<file path="src/sv/c_sl_pkg.sv">
// ----------------------------------------------------------------------------
// c_sl_pkg
// Token record, token kind codes and keyword tables of the lexer.
// ----------------------------------------------------------------------------
`default_nettype none

package c_sl_pkg;

    localparam int KIND_W   = 5;
    localparam int LINE_W   = 16;
    localparam int OFFSET_W = 24;
    localparam int LEN_W    = 8;
    localparam int KW_COUNT = 10;
    localparam int TDATA_W  = 48;
    localparam int TUSER_W  = 6;

    localparam int QDEPTH   = 4;
    localparam int QPTR_W   = 2;
    localparam int QCNT_W   = 3;

    localparam logic [KIND_W-1:0] KIND_END     = 5'd0;
    localparam logic [KIND_W-1:0] KIND_IDENT   = 5'd1;
    localparam logic [KIND_W-1:0] KIND_INTLIT  = 5'd2;
    localparam logic [KIND_W-1:0] KIND_KW0     = 5'd3;
    localparam logic [KIND_W-1:0] KIND_PLUS    = 5'd13;
    localparam logic [KIND_W-1:0] KIND_MINUS   = 5'd14;
    localparam logic [KIND_W-1:0] KIND_STAR    = 5'd15;
    localparam logic [KIND_W-1:0] KIND_SLASH   = 5'd16;
    localparam logic [KIND_W-1:0] KIND_EQEQ    = 5'd17;
    localparam logic [KIND_W-1:0] KIND_ASSIGN  = 5'd18;
    localparam logic [KIND_W-1:0] KIND_LE      = 5'd19;
    localparam logic [KIND_W-1:0] KIND_LESS    = 5'd20;
    localparam logic [KIND_W-1:0] KIND_GE      = 5'd21;
    localparam logic [KIND_W-1:0] KIND_GREATER = 5'd22;
    localparam logic [KIND_W-1:0] KIND_NE      = 5'd23;
    localparam logic [KIND_W-1:0] KIND_LPAREN  = 5'd24;
    localparam logic [KIND_W-1:0] KIND_RPAREN  = 5'd25;
    localparam logic [KIND_W-1:0] KIND_LBRACE  = 5'd26;
    localparam logic [KIND_W-1:0] KIND_RBRACE  = 5'd27;
    localparam logic [KIND_W-1:0] KIND_SEMI    = 5'd28;
    localparam logic [KIND_W-1:0] KIND_COMMA   = 5'd29;
    localparam logic [KIND_W-1:0] KIND_ERROR   = 5'd30;

    typedef struct packed {
        logic [KIND_W-1:0]   kind;
        logic [KW_COUNT-1:0] kw_match;
        logic [LINE_W-1:0]   line;
        logic [OFFSET_W-1:0] start;
        logic [LEN_W-1:0]    length;
        logic                too_long;
        logic                last;
    } tok_t;

    typedef struct packed {
        logic [1:0] count;
        tok_t       tok0;
        tok_t       tok1;
    } push_t;

    function automatic logic [2:0] kw_len(input int k);
        logic [2:0] r;
        case (k)
            0:       r = 3'd3;
            1:       r = 3'd4;
            2:       r = 3'd5;
            3:       r = 3'd6;
            4:       r = 3'd4;
            5:       r = 3'd2;
            6:       r = 3'd4;
            7:       r = 3'd5;
            8:       r = 3'd3;
            9:       r = 3'd6;
            default: r = 3'd0;
        endcase
        return r;
    endfunction

    // The strings are written backwards so that character 0 sits in the low byte.
    function automatic logic [63:0] kw_word(input int k);
        logic [63:0] r;
        case (k)
            0:       r = 64'("tni");
            1:       r = 64'("rahc");
            2:       r = 64'("taolf");
            3:       r = 64'("gnirts");
            4:       r = 64'("diov");
            5:       r = 64'("fi");
            6:       r = 64'("esle");
            7:       r = 64'("elihw");
            8:       r = 64'("rof");
            9:       r = 64'("nruter");
            default: r = 64'd0;
        endcase
        return r;
    endfunction

    // Clears every keyword that cannot hold character c at position idx.
    function automatic logic [KW_COUNT-1:0] kw_step(input logic [KW_COUNT-1:0] kw,
                                                    input logic [2:0] idx,
                                                    input logic [7:0] c);
        logic [KW_COUNT-1:0] r;
        logic [63:0]         w;
        r = kw;
        for (int k = 0; k < KW_COUNT; k++) begin
            w = kw_word(k);
            if (idx >= kw_len(k) || w[{idx, 3'b000} +: 8] != c)
            begin
                r[k] = 1'b0;
            end
        end
        return r;
    endfunction

    function automatic logic [KIND_W-1:0] resolve_kind(input logic [KIND_W-1:0] kind,
                                                       input logic [KW_COUNT-1:0] kw,
                                                       input logic [LEN_W-1:0] len);
        logic [KIND_W-1:0] r;
        r = kind;
        if (kind == KIND_IDENT)
        begin
            for (int k = KW_COUNT - 1; k >= 0; k--) begin
                if (kw[k] && len == {5'b00000, kw_len(k)})
                begin
                    r = KIND_KW0 + KIND_W'(k);
                end
            end
        end
        return r;
    endfunction

endpackage

`default_nettype wire

</file>
<file path="src/sv/c_sl_front.sv">
// ----------------------------------------------------------------------------
// c_sl_front
// Scanner: takes one source byte per transaction, tracks the lexeme in
// progress and hands zero, one or two raw token records to the queue.
// ----------------------------------------------------------------------------
`default_nettype none

module c_sl_front
    import c_sl_pkg::*;
#(
    parameter int MAX_LEXEME  = 255,
    parameter int LINE_BITS   = 16,
    parameter int OFFSET_BITS = 24
)
(
    input  wire logic       clk,
    input  wire logic       rst_n,
    input  wire logic [7:0] text_byte,
    input  wire logic       end_of_text,
    input  wire logic       accept,
    output push_t           push
);

    localparam int LEN_CNT_W  = $clog2(MAX_LEXEME + 1);
    localparam int LEN_WIDE_W = LEN_CNT_W + LEN_W;
    localparam int LINE_WIDE  = LINE_BITS + LINE_W;
    localparam int OFF_WIDE   = OFFSET_BITS + OFFSET_W;

    typedef enum logic [2:0] {
        MODE_IDLE,
        MODE_WORD,
        MODE_NUM,
        MODE_EQ,
        MODE_LT,
        MODE_GT,
        MODE_BANG,
        MODE_ERR
    } mode_t;

    mode_t                  mode_reg,  mode_next;
    logic [KW_COUNT-1:0]    kw_reg,    kw_next;
    logic [LEN_CNT_W-1:0]   len_reg,   len_next;
    logic [OFFSET_BITS-1:0] start_reg, start_next;
    logic [LINE_BITS-1:0]   tline_reg, tline_next;
    logic [LINE_BITS-1:0]   line_reg,  line_next;
    logic [OFFSET_BITS-1:0] off_reg,   off_next;
    logic                   ovf_reg,   ovf_next;

    logic                  is_alpha, is_digit, is_space;
    logic [LEN_WIDE_W-1:0] len_wide;
    logic [LEN_W-1:0]      len_cap;
    logic [2:0]            kw_idx;
    logic                  len_room;
    logic [LINE_WIDE-1:0]  line_wide, tline_wide;
    logic [OFF_WIDE-1:0]   off_wide, start_wide;
    logic [LINE_W-1:0]     line16, tline16;
    logic [OFFSET_W-1:0]   off24, start24;
    logic [KW_COUNT-1:0]   kw_first, kw_ext;

    // Outcome of treating the current byte as the first byte after a token.
    logic        idl_emit, idl_begin, idl_nl;
    mode_t       idl_mode;
    tok_t        idl_tok;

    logic        use_idle, has_a, has_b;
    tok_t        tok_a, tok_b, run_tok, single_tok;
    push_t       push_c;

    function automatic tok_t mk_tok(input logic [KIND_W-1:0] kind,
                                    input logic [LINE_W-1:0] line,
                                    input logic [OFFSET_W-1:0] start,
                                    input logic [LEN_W-1:0] len,
                                    input logic tl,
                                    input logic [KW_COUNT-1:0] kw);
        tok_t t;
        t.kind     = kind;
        t.kw_match = kw;
        t.line     = line;
        t.start    = start;
        t.length   = len;
        t.too_long = tl;
        t.last     = 1'b0;
        return t;
    endfunction

    assign is_alpha = (text_byte >= "a" && text_byte <= "z") ||
                      (text_byte >= "A" && text_byte <= "Z") || text_byte == "_";
    assign is_digit = text_byte >= "0" && text_byte <= "9";
    assign is_space = text_byte == 8'h20 || (text_byte >= 8'h09 && text_byte <= 8'h0D);

    assign len_wide = LEN_WIDE_W'(len_reg);
    assign len_cap  = (len_wide > LEN_WIDE_W'(255)) ? 8'hFF : len_wide[LEN_W-1:0];
    assign kw_idx   = (len_wide >= LEN_WIDE_W'(7)) ? 3'd7 : len_wide[2:0];
    assign len_room = len_reg < LEN_CNT_W'(MAX_LEXEME);

    assign line_wide  = LINE_WIDE'(line_reg);
    assign tline_wide = LINE_WIDE'(tline_reg);
    assign off_wide   = OFF_WIDE'(off_reg);
    assign start_wide = OFF_WIDE'(start_reg);
    assign line16     = line_wide[LINE_W-1:0];
    assign tline16    = tline_wide[LINE_W-1:0];
    assign off24      = off_wide[OFFSET_W-1:0];
    assign start24    = start_wide[OFFSET_W-1:0];

    assign kw_first = kw_step({KW_COUNT{1'b1}}, 3'd0, text_byte);
    assign kw_ext   = kw_step(kw_reg, kw_idx, text_byte);

    always_comb
    begin
        logic [KIND_W-1:0] op_kind;
        idl_emit  = 1'b0;
        idl_begin = 1'b0;
        idl_nl    = 1'b0;
        idl_mode  = MODE_IDLE;
        op_kind   = KIND_ERROR;
        if (is_space)
        begin
            idl_nl = text_byte == 8'h0A;
        end
        else if (is_alpha)
        begin
            idl_mode  = MODE_WORD;
            idl_begin = 1'b1;
        end
        else if (is_digit)
        begin
            idl_mode  = MODE_NUM;
            idl_begin = 1'b1;
        end
        else
        begin
            case (text_byte)
                "=":
                begin
                    idl_mode  = MODE_EQ;
                    idl_begin = 1'b1;
                end
                "<":
                begin
                    idl_mode  = MODE_LT;
                    idl_begin = 1'b1;
                end
                ">":
                begin
                    idl_mode  = MODE_GT;
                    idl_begin = 1'b1;
                end
                "!":
                begin
                    idl_mode  = MODE_BANG;
                    idl_begin = 1'b1;
                end
                "+":     begin idl_emit = 1'b1; op_kind = KIND_PLUS;   end
                "-":     begin idl_emit = 1'b1; op_kind = KIND_MINUS;  end
                "*":     begin idl_emit = 1'b1; op_kind = KIND_STAR;   end
                "/":     begin idl_emit = 1'b1; op_kind = KIND_SLASH;  end
                "(":     begin idl_emit = 1'b1; op_kind = KIND_LPAREN; end
                ")":     begin idl_emit = 1'b1; op_kind = KIND_RPAREN; end
                "{":     begin idl_emit = 1'b1; op_kind = KIND_LBRACE; end
                "}":     begin idl_emit = 1'b1; op_kind = KIND_RBRACE; end
                ";":     begin idl_emit = 1'b1; op_kind = KIND_SEMI;   end
                ",":     begin idl_emit = 1'b1; op_kind = KIND_COMMA;  end
                default:
                begin
                    idl_emit = 1'b1;
                    idl_mode = MODE_ERR;
                end
            endcase
        end
        idl_tok = mk_tok(op_kind, line16, off24, 8'd1, 1'b0, '0);
    end

    always_comb
    begin
        logic [KIND_W-1:0] single_kind;
        case (mode_reg)
            MODE_EQ:  single_kind = KIND_ASSIGN;
            MODE_LT:  single_kind = KIND_LESS;
            MODE_GT:  single_kind = KIND_GREATER;
            default:  single_kind = KIND_ERROR;
        endcase
        single_tok = mk_tok(single_kind, tline16, start24, 8'd1, 1'b0, '0);
        run_tok    = mk_tok((mode_reg == MODE_WORD) ? KIND_IDENT : KIND_INTLIT, tline16,
                            start24, len_cap, ovf_reg,
                            (mode_reg == MODE_WORD) ? kw_reg : '0);
    end

    always_comb
    begin
        logic [KIND_W-1:0] double_kind;
        mode_next  = mode_reg;
        kw_next    = kw_reg;
        len_next   = len_reg;
        start_next = start_reg;
        tline_next = tline_reg;
        line_next  = line_reg;
        off_next   = off_reg;
        ovf_next   = ovf_reg;
        use_idle   = 1'b0;
        has_a      = 1'b0;
        has_b      = 1'b0;
        tok_a      = run_tok;
        tok_b      = idl_tok;

        case (mode_reg)
            MODE_LT:  double_kind = KIND_LE;
            MODE_GT:  double_kind = KIND_GE;
            MODE_BANG: double_kind = KIND_NE;
            default:  double_kind = KIND_EQEQ;
        endcase

        if (end_of_text)
        begin
            case (mode_reg)
                MODE_WORD, MODE_NUM:
                begin
                    has_a = 1'b1;
                end
                MODE_EQ, MODE_LT, MODE_GT, MODE_BANG:
                begin
                    has_a = 1'b1;
                    tok_a = single_tok;
                end
                default:
                begin
                    has_a = 1'b0;
                end
            endcase
            has_b      = 1'b1;
            tok_b      = mk_tok(KIND_END, line16, off24, 8'd0, 1'b0, '0);
            mode_next  = MODE_IDLE;
            kw_next    = {KW_COUNT{1'b1}};
            len_next   = '0;
            start_next = '0;
            tline_next = LINE_BITS'(1);
            line_next  = LINE_BITS'(1);
            off_next   = '0;
            ovf_next   = 1'b0;
        end
        else
        begin
            off_next = off_reg + OFFSET_BITS'(1);
            case (mode_reg)
                MODE_WORD, MODE_NUM:
                begin
                    if (is_digit || (is_alpha && mode_reg == MODE_WORD))
                    begin
                        if (len_room)
                        begin
                            kw_next  = kw_ext;
                            len_next = len_reg + LEN_CNT_W'(1);
                        end
                        else
                        begin
                            ovf_next = 1'b1;
                            kw_next  = '0;
                        end
                    end
                    else
                    begin
                        has_a    = 1'b1;
                        use_idle = 1'b1;
                    end
                end
                MODE_EQ, MODE_LT, MODE_GT, MODE_BANG:
                begin
                    has_a = 1'b1;
                    if (text_byte == "=")
                    begin
                        tok_a     = mk_tok(double_kind, tline16, start24, 8'd2, 1'b0, '0);
                        mode_next = MODE_IDLE;
                    end
                    else
                    begin
                        tok_a = single_tok;
                        // A lone bang is an error; the scanner then swallows every byte up to end of text.
                        if (mode_reg == MODE_BANG)
                        begin
                            mode_next = MODE_ERR;
                        end
                        else
                        begin
                            use_idle = 1'b1;
                        end
                    end
                end
                MODE_IDLE:
                begin
                    use_idle = 1'b1;
                end
                default:
                begin
                    use_idle = 1'b0;
                end
            endcase

            if (use_idle)
            begin
                mode_next = idl_mode;
                has_b     = idl_emit;
                if (idl_begin)
                begin
                    start_next = off_reg;
                    tline_next = line_reg;
                    ovf_next   = 1'b0;
                    if (is_alpha || is_digit)
                    begin
                        len_next = LEN_CNT_W'(1);
                        kw_next  = kw_first;
                    end
                    else
                    begin
                        len_next = '0;
                        kw_next  = {KW_COUNT{1'b1}};
                    end
                end
                if (idl_nl && line_reg != {LINE_BITS{1'b1}})
                begin
                    line_next = line_reg + LINE_BITS'(1);
                end
            end
        end
    end

    always_comb
    begin
        push_c.tok0 = tok_a;
        push_c.tok1 = tok_b;
        if (has_a && has_b)
        begin
            push_c.count = 2'd2;
        end
        else if (has_a)
        begin
            push_c.count = 2'd1;
        end
        else if (has_b)
        begin
            push_c.count = 2'd1;
            push_c.tok0  = tok_b;
        end
        else
        begin
            push_c.count = 2'd0;
        end
        push_c.tok0.last = push_c.count == 2'd1;
        push_c.tok1.last = 1'b1;
        if (!accept)
        begin
            push_c.count = 2'd0;
        end
    end

    assign push = push_c;

    always_ff @(posedge clk or negedge rst_n)
    begin
        if (!rst_n)
        begin
            mode_reg  <= MODE_IDLE;
            kw_reg    <= {KW_COUNT{1'b1}};
            len_reg   <= '0;
            start_reg <= '0;
            tline_reg <= LINE_BITS'(1);
            line_reg  <= LINE_BITS'(1);
            off_reg   <= '0;
            ovf_reg   <= 1'b0;
        end
        else if (accept)
        begin
            mode_reg  <= mode_next;
            kw_reg    <= kw_next;
            len_reg   <= len_next;
            start_reg <= start_next;
            tline_reg <= tline_next;
            line_reg  <= line_next;
            off_reg   <= off_next;
            ovf_reg   <= ovf_next;
        end
    end

endmodule

`default_nettype wire

</file>
<file path="src/sv/c_sl_queue.sv">
// ----------------------------------------------------------------------------
// c_sl_queue
// Four-entry token queue between scanner and emitter; takes up to two
// records per cycle and gives one per cycle while pop is high.
// ----------------------------------------------------------------------------
`default_nettype none

module c_sl_queue
    import c_sl_pkg::*;
(
    input  wire logic  clk,
    input  wire logic  rst_n,
    input  wire push_t push,
    output logic       space,
    input  wire logic  pop,
    output tok_t       head,
    output logic       head_valid
);

    tok_t              entry_reg [QDEPTH];
    logic [QPTR_W-1:0] wr_ptr_reg, wr_ptr_next;
    logic [QPTR_W-1:0] rd_ptr_reg, rd_ptr_next;
    logic [QCNT_W-1:0] cnt_reg,    cnt_next;
    logic [QPTR_W-1:0] wr_ptr_second;

    assign wr_ptr_second = wr_ptr_reg + QPTR_W'(1);
    assign wr_ptr_next   = wr_ptr_reg + QPTR_W'(push.count);
    assign rd_ptr_next   = rd_ptr_reg + QPTR_W'(pop);
    assign cnt_next      = cnt_reg + QCNT_W'(push.count) - QCNT_W'(pop);

    // Room for the worst case of one byte, two tokens.
    assign space      = cnt_reg <= QCNT_W'(QDEPTH - 2);
    assign head_valid = cnt_reg != '0;
    assign head       = entry_reg[rd_ptr_reg];

    always_ff @(posedge clk)
    begin
        if (push.count != 2'd0)
        begin
            entry_reg[wr_ptr_reg] <= push.tok0;
        end
        if (push.count == 2'd2)
        begin
            entry_reg[wr_ptr_second] <= push.tok1;
        end
    end

    always_ff @(posedge clk or negedge rst_n)
    begin
        if (!rst_n)
        begin
            wr_ptr_reg <= '0;
            rd_ptr_reg <= '0;
            cnt_reg    <= '0;
        end
        else
        begin
            wr_ptr_reg <= wr_ptr_next;
            rd_ptr_reg <= rd_ptr_next;
            cnt_reg    <= cnt_next;
        end
    end

endmodule

`default_nettype wire

</file>
<file path="src/sv/c_sl_back.sv">
// ----------------------------------------------------------------------------
// c_sl_back
// Emitter: resolves keywords from the match vector and drives the token
// stream from an output register.
// ----------------------------------------------------------------------------
`default_nettype none

module c_sl_back
    import c_sl_pkg::*;
(
    input  wire logic                clk,
    input  wire logic                rst_n,
    input  wire tok_t                head,
    input  wire logic                head_valid,
    output logic                     pop,
    output logic                     m_tvalid,
    input  wire logic                m_tready,
    output logic [TDATA_W-1:0]       m_tdata,
    output logic [TUSER_W-1:0]       m_tuser,
    output logic                     m_tlast
);

    logic                valid_reg;
    logic [KIND_W-1:0]   kind_reg;
    logic [LINE_W-1:0]   line_reg;
    logic [OFFSET_W-1:0] start_reg;
    logic [LEN_W-1:0]    len_reg;
    logic                tl_reg;
    logic                last_reg;

    assign pop = head_valid && (!valid_reg || m_tready);

    always_ff @(posedge clk or negedge rst_n)
    begin
        if (!rst_n)
        begin
            valid_reg <= 1'b0;
        end
        else if (!valid_reg || m_tready)
        begin
            valid_reg <= head_valid;
        end
    end

    always_ff @(posedge clk)
    begin
        if (pop)
        begin
            kind_reg  <= resolve_kind(head.kind, head.kw_match, head.length);
            line_reg  <= head.line;
            start_reg <= head.start;
            len_reg   <= head.length;
            tl_reg    <= head.too_long;
            last_reg  <= head.last;
        end
    end

    assign m_tvalid = valid_reg;
    assign m_tdata  = {len_reg, start_reg, line_reg};
    assign m_tuser  = {tl_reg, kind_reg};
    assign m_tlast  = last_reg;

endmodule

`default_nettype wire

</file>
<file path="src/sv/c_subset_lexer.sv">
// ----------------------------------------------------------------------------
// c_subset_lexer
// Lexical analyzer for a small C subset: source bytes in, tokens out.
// ----------------------------------------------------------------------------
//  Channel  | Dir | tdata                           | tuser                 | tlast
//  s_*      | in  | [7:0] text_byte                 | -                     | end_of_text
//  m_*      | out | [15:0] line [39:16] start_offset | [4:0] kind            | last
//           |     | [47:40] lexeme_length           | [5] too_long          |
//
//  One byte is taken per cycle while s_tready is high; a byte that closes
//  one token and opens another queues both records in that same cycle.
//  Tokens leave at one per cycle while m_tready is high, so the token rate of the
//  output port sets the sustained input rate; s_tready drops while the four-entry
//  queue has fewer than two free entries. Tokens pass the queue, then the output
//  register; rst_n clears scanner state and queue at once, with no clearing pass.
// ----------------------------------------------------------------------------
`default_nettype none

module c_subset_lexer
    import c_sl_pkg::*;
#(
    parameter int MAX_LEXEME  = 255,
    parameter int LINE_BITS   = 16,
    parameter int OFFSET_BITS = 24
)
(
    input  wire logic               clk,
    input  wire logic               rst_n,
    input  wire logic               s_tvalid,
    output logic                    s_tready,
    input  wire logic [7:0]         s_tdata,   // [7:0] text_byte
    input  wire logic               s_tlast,   // end_of_text
    output logic                    m_tvalid,
    input  wire logic               m_tready,
    output logic [TDATA_W-1:0]      m_tdata,   // [15:0] line, [39:16] start_offset,
                                               // [47:40] lexeme_length
    output logic [TUSER_W-1:0]      m_tuser,   // [4:0] kind, [5] too_long
    output logic                    m_tlast    // last
);

    push_t push;
    tok_t  head;
    logic  head_valid;
    logic  pop;
    logic  space;
    logic  accept;

    assign s_tready = space;
    assign accept   = s_tvalid && space;

    c_sl_front #(
        .MAX_LEXEME  (MAX_LEXEME),
        .LINE_BITS   (LINE_BITS),
        .OFFSET_BITS (OFFSET_BITS)
    ) u_front (
        .clk         (clk),
        .rst_n       (rst_n),
        .text_byte   (s_tdata),
        .end_of_text (s_tlast),
        .accept      (accept),
        .push        (push)
    );

    c_sl_queue u_queue (
        .clk        (clk),
        .rst_n      (rst_n),
        .push       (push),
        .space      (space),
        .pop        (pop),
        .head       (head),
        .head_valid (head_valid)
    );

    c_sl_back u_back (
        .clk        (clk),
        .rst_n      (rst_n),
        .head       (head),
        .head_valid (head_valid),
        .pop        (pop),
        .m_tvalid   (m_tvalid),
        .m_tready   (m_tready),
        .m_tdata    (m_tdata),
        .m_tuser    (m_tuser),
        .m_tlast    (m_tlast)
    );

endmodule

`default_nettype wire

</file>
<file path="config.mk">
export PLATFORM = sky130hd
export DESIGN_NAME = c_subset_lexer
export DESIGN_NICKNAME = d
export VERILOG_FILES = /design/src/sv/c_sl_pkg.sv /design/src/sv/c_sl_front.sv /design/src/sv/c_sl_queue.sv /design/src/sv/c_sl_back.sv /design/src/sv/c_subset_lexer.sv
export SDC_FILE = /design/constraint.sdc
export NUM_CORES = 1
export LEC_CHECK = 0
export BUFFER_PORTS_ARGS = -buffer_cell sky130_fd_sc_hd__buf_4
export CAP_MARGIN = 15
export CORE_MARGIN = 3
export CORE_UTILIZATION = 45
export CTS_CLUSTER_DIAMETER = 100
export DETAILED_ROUTE_END_ITERATION = 7
export SKIP_LAST_GASP = 1
export SLEW_MARGIN = 20
export SYNTH_ARGS = -nofsm -noshare
export SYNTH_HDL_FRONTEND = slang
export SYNTH_SLANG_ARGS = --single-unit
export TNS_END_PERCENT = 5
</file>
<file path="constraint.sdc">
create_clock -name clk -period 7.5 [get_ports clk]
set_clock_uncertainty 0.15 [all_clocks]
set_input_delay 0.375 -clock clk [delete_from_list [all_inputs] [get_ports clk]]
set_output_delay 0.375 -clock clk [all_outputs]
set_load 0.05 [all_outputs]
</file>
==> metrics.sh, run 1 <==
SEQ_TOTAL_AREA_YOSYS_PCT=56.0
CP_DATA_ARRIVAL_TIME_NS=5.70
SYNTHXORXNORAREAFRAC_PCT=2.65
SEQ_POWER_SHARE_PCT=41.1
GRT_PASS1_VIAS=14153
P_INT_uW=5370
DP_SLACK_NS=2.02
CP_DATA_REQUIRED_TIME_NS=7.79
CLOCK_POWER_SHARE_PCT=23.7
MOSTFREQUENTLAYOUTCELLS='sky130_fd_sc_hd__edfxtp_1 (239), sky130_fd_sc_hd__a22o_1 (206), sky130_fd_sc_hd__buf_4 (101)'
TRITONCTS='built'
GLOBAL_ROUTE.OVERFLOW_TOTAL=0
SYN_TO_FINAL_GROWTH_PCT=11.2
NUMCLOCKSINKS=425
DRT_FIRST_ITER_VIOLATIONS=1299
SWITCHING_SHARE_PCT=38.3
FINALWEIGHTEDCONGESTION=0.858
TIMING.FINAL.CRIT_PERIOD_NS=5.42
MULTI_INPUT_GATE_AREA_IN_THE_FINAL_LAYOUT_MM2=0.00828
SYNTH-EDFF-COUNT=239
MAX-CLOCK-PATH-BUFFERS=3
WORSTSETUPSTARTPOINT='u_front.mode_reg[2]'
SYNTHSIMPLEGATEAREAFRAC_PCT=8.80
LEAKAGE_uW=0.00808
DETAILROUTE.VIA_COUNT=14358
DRT_WL_TOTAL_MM=54.6
HOLD_PATH.CLASS='in -> reg'
H_TREE_LEVELS=2
DIE-AREA_MM2=0.0481
MAX_CAP_VIOL_COUNT=0
LAYOUT_COMMONEST_CELL='sky130_fd_sc_hd__edfxtp_1'
STARTING_DENSITY_OF_THE_CORE_PCT=45.9
UNREPAIRED_SETUP_ENDPOINTS_AFTER_GLOBAL_ROUTING='false'
MAX_SLEW_VIOLATION_COUNT=0
P_SWITCHING_uW=3340
SLEW_HEADROOM_PCT=28.6
FINALHOLDVIOLATIONS=0
POST_SYNTH.CELL_AREA_AVG_UM2=12.6
POST-CTS-SETUP-BUFFERS=0
SYNTH-ASYNC-RESET-RATIO_PCT=25.9
REGAREA_MM2=0.0115
SYNTH_FA_HA_AREA_SHARE_PCT=0.954
TIMING.SETUP.CRITICAL_PATH_CLASS='reg -> reg'
COMBINATIONAL_FAMILY_WITH_THE_MOST_AREA_AFTER_SYNTHESIS='compound AO/OA/AOI/OAI gates'
WL_PER_CELL_UM=24.5
CRIT_PATH_MAX_FANOUT=27
YS_DOMINANT_REG_CELL='sky130_fd_sc_hd__edfxtp_1'
RUN_STATUS='finished, final reports clean'
GRT_MAX_DEGREE=68
COMPOUND_CELL_AREA_SHARE_OF_THE_YOSYS_NETLIST_PCT=19.8
FLOORPLAN.DIE.HEIGHT_UM=219
CORE_AREA_MM2=0.0446
WORST_SKEW_PAIR_LATENCY_NS=0.58
LARGEST_REGISTER_FFS=260
LAYOUT.NETS=1633
NFILLCELLS=3869
PORT_BUFFERS=69
CTS_ROOT_BUF='sky130_fd_sc_hd__clkbuf_16'
END_KIND='flip-flop'
SETUP_VIOLATIONS=0
WORST_HOLD_STARTPOINT='s_tvalid'
FP_ROWS=77
DIE_W_UM=219
GROUTE.USAGE.OVERALL_PCT=22.8
SYNTH_CELL_TYPE_COUNT=92
TIMING.CRITICAL_PATH.FROM_TYPE='flip-flop'
ANT_NETS=0
WORST_PIN_SLEW_NS=1.07
CLOCK.FMAX_GHz=0.185
SETUP-TNS-FINAL_NS=0
FINALWORSTSETUPSLACK_NS=2.08
IR_DROP_WORST_VDD_uV=251
POWERDENSITY_mW_PER_MM2=383
SYNTH_CELLS=1623
SYNTH_FP_NETS=1651
CLKTRANSATPATHREGS_NS=0.06
PROPORTION_OF_SYNTHESIZED_AREA_IN_MUX_CELLS_PCT=7.56
REGTOREGSTARTPOINT='u_front.mode_reg[2]'
POST-ROUTE-DRC-COUNT=0
IO_PINS=70
PROPORTION_OF_LAYOUT_CELLS_WITH_A_DRIVE_SUFFIX_ABOVE_1_PCT=17.6
DETAILEDPLACEMENTHPWL_MM=33.3
SYNTH_AREA_MM2=0.0205
ANTENNA_FOUND_INITIAL=1
LAYOUT_WORST_PATH_CYCLE_SHARE_PCT=72.2
SYNTH-SEQ-CELLS=425
COMB_POWER_SHARE_PCT=35.3
CTS_BUFFERS=43
YS.WARNINGS.COUNT=0
FIRST_PASS_ITERS=6
GLOBAL_ROUTE_WIRE_LENGTH_BEFORE_REPAIR_MM=84.6
VIASPERCELL=6.43
==> area by class of cell <==
class                           count  share of cell area, %
Tap cell                          592                   3.25
Inverter                           30                  0.495
Sequential cell                   425                   50.4
Multi-Input combinational cell   1001                   36.4
Timing Repair Buffer              104                   3.54
Antenna cell                        1                 0.0110
Clock inverter                     14                  0.374
Clock buffer                       66                   5.53
==> synthesized netlist by cell type (31+ instances only) <==
cell type / instances / share of area (%)
sky130_fd_sc_hd__a21oi_1: 43 / 1.1
sky130_fd_sc_hd__a22o_1: 206 / 8.8
sky130_fd_sc_hd__a32o_1: 69 / 3.4
sky130_fd_sc_hd__buf_2: 37 / 0.90
sky130_fd_sc_hd__clkbuf_1: 94 / 1.7
sky130_fd_sc_hd__dfrtp_1: 98 / 12
sky130_fd_sc_hd__dfxtp_1: 76 / 7.4
sky130_fd_sc_hd__edfxtp_1: 239 / 35
sky130_fd_sc_hd__mux4_2: 65 / 7.2
sky130_fd_sc_hd__nand2_1: 71 / 1.3
sky130_fd_sc_hd__nand3_1: 48 / 1.2
sky130_fd_sc_hd__nor2_1: 80 / 1.5
sky130_fd_sc_hd__o21ai_0: 39 / 0.95
sky130_fd_sc_hd__o22ai_1: 31 / 0.95
sky130_fd_sc_hd__xnor2_1: 34 / 1.5
==> through the flow <==
stage | std cells | hold WS, ns | utilization (%) | cell area, µm² | power [µW]
after CTS | 2232 | 0.0954 | 51.0 | 22800 | 8770
after detailed placement | 2150 | 0.272 | 47.9 | 21400 | 6690
after global routing | 2232 | 0.129 | 51.0 | 22800 | 9140
final | 2233 | 0.120 | 51.0 | 22800 | 8710
after global placement | 2149 | 0.272 | 47.9 | 21400 | 6640
after floorplan | 1623 | -0.0706 | - | 20500 | 5690
==> per-layer routing <==
metal,up-vias,global-route usage (%),wire (µm)
li1,6409,-,-
met1,7336,33.2,24500
met2,529,35.6,25300
met3,84,3.57,3640
met4,0,6.70,1180
met5,-,0,0
==> power groups by stage <==
stage / Combinational [µW] / Sequential (µW) / Clock [µW]
after floorplan: 1860 / 3830 / 0
after global placement: 3040 / 3600 / 0
after detailed placement: 3070 / 3630 / 0
after CTS: 3080 / 3580 / 2100
after global routing: 3290 / 3650 / 2200
final: 3070 / 3580 / 2060
==> worst max-delay path: stages, from the launching register on <==
cell and delay, ns:
sky130_fd_sc_hd__dfrtp_1 0.57, sky130_fd_sc_hd__nor2_1 0.38, sky130_fd_sc_hd__nand2_1 0.14, sky130_fd_sc_hd__o31a_1 0.34, sky130_fd_sc_hd__a21o_2 0.32, sky130_fd_sc_hd__a21oi_4 0.37, sky130_fd_sc_hd__inv_2 0.23, sky130_fd_sc_hd__ha_1 0.47
sky130_fd_sc_hd__o21ai_0 0.20, sky130_fd_sc_hd__or3_1 0.56, sky130_fd_sc_hd__a21oi_4 0.88, sky130_fd_sc_hd__buf_4 0.46, sky130_fd_sc_hd__a22o_1 0.19
==> worst paths after layout <==
kind,to,slack (ns),depth (start not counted)
worst min register to register,u_queue.entry_reg[2][5],0.31,1
worst min-delay path,u_queue.cnt_reg[2],0.12,4
max in group asynchronous,u_queue.rd_ptr_reg[0],5.46,3
min in group asynchronous,u_back.m_tvalid,0.26,2
worst max-delay path,u_queue.entry_reg[1][39],2.08,12
worst max register to register,u_queue.entry_reg[1][39],2.08,12
==> what timing repair did <==
| action | CTS | global route |
|---|---|---|
| setup endpoints to repair | 0 | 0 |
| gates resized for setup | 0 | 0 |
| hold buffers | 2 | 0 |
| endpoints found under the hold margin | 44 | 0 |
==> cells by family after synthesis <==
| family | after synthesis |
|---|---|
| XOR/XNOR | 62 |
| AO/OA/AOI/OAI | 504 |
| adder cells (fa/ha/maj) | 15 |
| flip-flops | 425 |
| multiplexers | 73 |
| buffers and inverters | 197 |
| AND/OR/NAND/NOR | 347 |
Note: power is estimated with default switching activity, not from simulation.
==> run 2, diff against run 1 <==
==> constraint.sdc (replaced) <==
create_clock -name clk -period 4.6 [get_ports clk]
set_clock_uncertainty 0.15 [all_clocks]
set_input_delay 0.23 -clock clk [delete_from_list [all_inputs] [get_ports clk]]
set_output_delay 0.23 -clock clk [all_outputs]
set_load 0.05 [all_outputs]
==> run 2 against run 1 <==
Die area did not move. Utilization rose by 1.2 points. Combinational power grew 70%. Design area grew 2.3%. Sequential power increased by 62%. Sequential share of layout area decreased by 1.2 points. Final cell count up 2.0%. Non-clock buffer count grew 44. Clock-buffer cell count shrank 7. Setup slack lost 1.6 ns. Critical path depth up 2. Sequential cell count is the same.
==> metrics.sh, run 2 (synthesis gave the netlist of run 1 again) <==
PLACED_CELLS=2188  # was 2,150
FP_ROWS=77  # unchanged
FLOORPLAN.DIE.HEIGHT_UM=219  # unchanged
P_INT_uW=9070  # was 5370 µW
P_SWITCHING_uW=5490  # was 3340 µW
CTS_BUFFERS=44  # was 43
NUMCLOCKSINKS=425  # unchanged
POST-ROUTE-DRC-COUNT=0  # unchanged
IR_DROP_WORST_VDD_uV=328  # was 251 µV
LAYOUT.NETS=1678  # was 1,633
DIE_W_UM=219  # unchanged
CP_COMMON_CELL='sky130_fd_sc_hd__buf_4'  # was sky130_fd_sc_hd__a21oi_4
MAX_CAP_VIOL_COUNT=0  # unchanged
MOSTFREQUENTLAYOUTCELLS='sky130_fd_sc_hd__edfxtp_1 (239), sky130_fd_sc_hd__a22o_1 (206), sky130_fd_sc_hd__buf_4 (130)'  # was sky130_fd_sc_hd__edfxtp_1 (239), sky130_fd_sc_hd__a22o_1 (206), sky130_fd_sc_hd__buf_4 (101)
H_TREE_LEVELS=2  # unchanged
DRT_WL_TOTAL_MM=54.6  # about the same
VIASPERCELL=6.32  # was 6.43
REGTOREGSTARTPOINT='u_front.mode_reg[1]'  # was u_front.mode_reg[2]
TIMING.SETUP.CRITICAL_PATH_CLASS='in -> reg'  # was reg -> reg
RUN_STATUS='finished, final reports clean'  # unchanged
INSERTEDDIODECOUNT=0  # was 1
WORST_PIN_SLEW_NS=0.919  # was 1.07 ns
GRT_MAX_DEGREE=57  # was 68
LEAKAGE_uW=0.00834  # was 0.00808 µW
LARGEST_REGISTER_FFS=260  # unchanged
WORST_SKEW_PAIR_LATENCY_NS=0.57  # was 0.58 ns
CORE_AREA_MM2=0.0446  # unchanged
POST-CTS-SETUP-BUFFERS=0  # unchanged
SETUP_VIOLATIONS=0  # unchanged
SLOWEST_DELAY_NS=0.76  # was 0.88 ns
CLOCK.FMAX_GHz=0.242
COMB_POWER_SHARE_PCT=35.9  # was 35.3%
FINALHOLDVIOLATIONS=0  # unchanged
CTS_ROOT_BUF='sky130_fd_sc_hd__clkbuf_16'  # unchanged
SYN_TO_FINAL_GROWTH_PCT=13.8  # was 11.2%
DIE-AREA_MM2=0.0481  # unchanged
PROPORTION_OF_LAYOUT_CELLS_WITH_A_DRIVE_SUFFIX_ABOVE_1_PCT=19.8  # was 17.6%
END_KIND='flip-flop'  # unchanged
SLEW_HEADROOM_PCT=38.7  # was 28.6%
SWITCHING_SHARE_PCT=37.7  # was 38.3%
WORST-R2R-CELL-COUNT=11  # was 12
POWERDENSITY_mW_PER_MM2=625  # was 383 mW/mm²
GLOBAL_ROUTE.OVERFLOW_TOTAL=0  # unchanged
CTS_RESIZED=0  # unchanged
ANT_NETS=0  # unchanged
CLKTRANSATPATHREGS_NS=0.07  # was 0.06 ns
DESIGN_AREA_MM2=0.0233  # was 0.0228 mm²
NFILLCELLS=3785  # was 3,869
DETAILROUTE.VIA_COUNT=14389  # was 14,358
DRT_FIRST_ITER_VIOLATIONS=1230  # was 1,299
HOLD_PATH.CLASS='in -> async'  # was in -> reg
TIMING.CRITICAL_PATH.FROM_TYPE='primary input'  # was flip-flop
CP_DATA_ARRIVAL_TIME_NS=4.41  # was 5.70 ns
PORT_BUFFERS=69  # unchanged
CRITICAL_PATH.CELL_CHAIN='dlygate4sd3_1 -> buf_4 -> or2_2 -> o311ai_2 -> o31a_1 -> a21o_2 -> a21oi_4 -> inv_2 -> ha_1 -> o21ai_0 -> or3_1 -> o31ai_4 -> buf_4 -> a22o_1'  # was nor2_1 -> nand2_1 -> o31a_1 -> a21o_2 -> a21oi_4 -> inv_2 -> ha_1 -> o21ai_0 -> or3_1 -> a21oi_4 -> buf_4 -> a22o_1
FIRST_PASS_ITERS=5  # was 6
CP_DATA_REQUIRED_TIME_NS=4.87  # was 7.79 ns
CRITICAL_PATH.REG2REG.ENDPOINT='u_queue.entry_reg[1][48]'  # was u_queue.entry_reg[1][39]
GROUTE.USAGE.OVERALL_PCT=22.9  # was 22.8%
SEQ_POWER_SHARE_PCT=39.8  # was 41.1%
STARTING_DENSITY_OF_THE_CORE_PCT=45.9  # unchanged
WL_PER_CELL_UM=24.0  # was 24.5 µm
MAX-CLOCK-PATH-BUFFERS=3  # unchanged
TIMING.FINAL.CRIT_PERIOD_NS=4.13
STDCELL_COUNT=2277  # was 2,233
CLOCK_POWER_SHARE_PCT=24.4  # was 23.7%
REG2REG_SLACK_NS=0.53  # was 2.08 ns
LAYOUT_WORST_PATH_CYCLE_SHARE_PCT=89.9
TRITONCTS='built'  # unchanged
POST_DP_CELL_AREA_MM2=0.0218  # was 0.0214 mm²
GLOBAL_ROUTE_WIRE_LENGTH_BEFORE_REPAIR_MM=85.2  # was 84.6 mm
CRIT_PATH_TOP_DELAY_CELL='sky130_fd_sc_hd__o31ai_4'  # was sky130_fd_sc_hd__a21oi_4
IO_PINS=70  # unchanged
MAX_SLEW_VIOLATION_COUNT=0  # unchanged
LAYOUT_COMMONEST_CELL='sky130_fd_sc_hd__edfxtp_1'  # unchanged
GRT_PASS1_VIAS=14167  # was 14,153
UNREPAIRED_SETUP_ENDPOINTS_AFTER_GLOBAL_ROUTING='false'  # unchanged
FINALWEIGHTEDCONGESTION=0.913  # was 0.858
CRIT_PATH_MAX_FANOUT=15  # was 27
CTS_HOLD_BUFFERS=8  # was 2
DETAILEDPLACEMENTHPWL_MM=34.4  # was 33.3 mm
ANTENNA_FOUND_INITIAL=0  # was 1
[run 2: changes by cell type in the layout (fill, tap and decap cells not counted), moves of 2 or more]
cell                            previous run  this run
sky130_fd_sc_hd__buf_12                    0        10
sky130_fd_sc_hd__buf_4                   101       130
sky130_fd_sc_hd__bufinv_16                 0         3
sky130_fd_sc_hd__clkbuf_1                 15         9
sky130_fd_sc_hd__clkinv_1                  5         3
sky130_fd_sc_hd__clkinv_2                  6         9
sky130_fd_sc_hd__clkinvlp_4                0         4
sky130_fd_sc_hd__dlygate4sd3_1             2         8
[run 2: layout make-up]
cell class | count | area [µm²] | share of cell area [%]
flip-flops and latches | 425 | 11500 | 49.3
multi-input cells | 1001 | 8270 | 35.5
repair buffers | 148 | 1260 | 5.39
clock buffers | 59 | 1230 | 5.28
well taps | 592 | 741 | 3.18
clock inverters | 22 | 209 | 0.897
inverters | 30 | 116 | 0.500
[run 2: worst max path at each step]
| stage | from | end | slack (ns) |
|---|---|---|---|
| 3_5_place_dp | s_tdata[0] | u_queue.entry_reg[1][48] | 0.39 |
| 4_1_cts | s_tdata[1] | u_queue.entry_reg[1][48] | 0.49 |
| 5_1_grt | s_tdata[1] | u_queue.entry_reg[1][48] | 0.25 |
| 6_report | s_tdata[1] | u_queue.entry_reg[1][48] | 0.47 |
| 3_3_place_gp | s_tdata[0] | u_queue.entry_reg[1][42] | 0.47 |
| 2_1_floorplan | s_tdata[1] | u_queue.entry_reg[3][10] | -0.06 |
[run 2: per-layer routing]
layer | up-vias | routed length (µm) | GRT usage [%]
met1 | 7334 | 24900 | 33.6
met4 | 0 | 770 | 4.75
li1 | 6501 | - | -
met2 | 493 | 25400 | 36.1
met3 | 61 | 3560 | 3.96
met5 | - | 0 | 0
[run 2: metrics by stage]
step	util, %	setup slack (ns)	TNS (ns)	hold slack [ns]	power, µW
2_1_floorplan	-	-0.0571	-2.63	-0.216	9280
3_3_place_gp	48.8	0.467	0	0.122	11000
3_5_place_dp	48.8	0.395	0	0.122	11100
4_1_cts	52.2	0.487	0	0.0244	14700
5_1_grt	52.2	0.251	0	0.0834	15300
6_report	52.2	0.467	0	0.0415	14600
[run 2: critical path, delay by kind of cell]
| kind | cells | cell delay [ns] |
|---|---|---|
| AO/OA/AOI/OAI | 7 | 2.08 |
| adder cells (fa/ha/maj) | 1 | 0.20 |
| buffers and inverters | 4 | 1.12 |
| AND/OR/NAND/NOR | 2 | 0.77 |
[run 2: power groups by stage]
stage               Clock, µW  Sequential (µW)  Combinational [µW]
finish                   3550             5790                5220
global route             3790             5910                5600
CTS                      3620             5790                5260
detailed placement          0             5870                5240
global placement            0             5830                5190
floorplan                   0             6240                3040
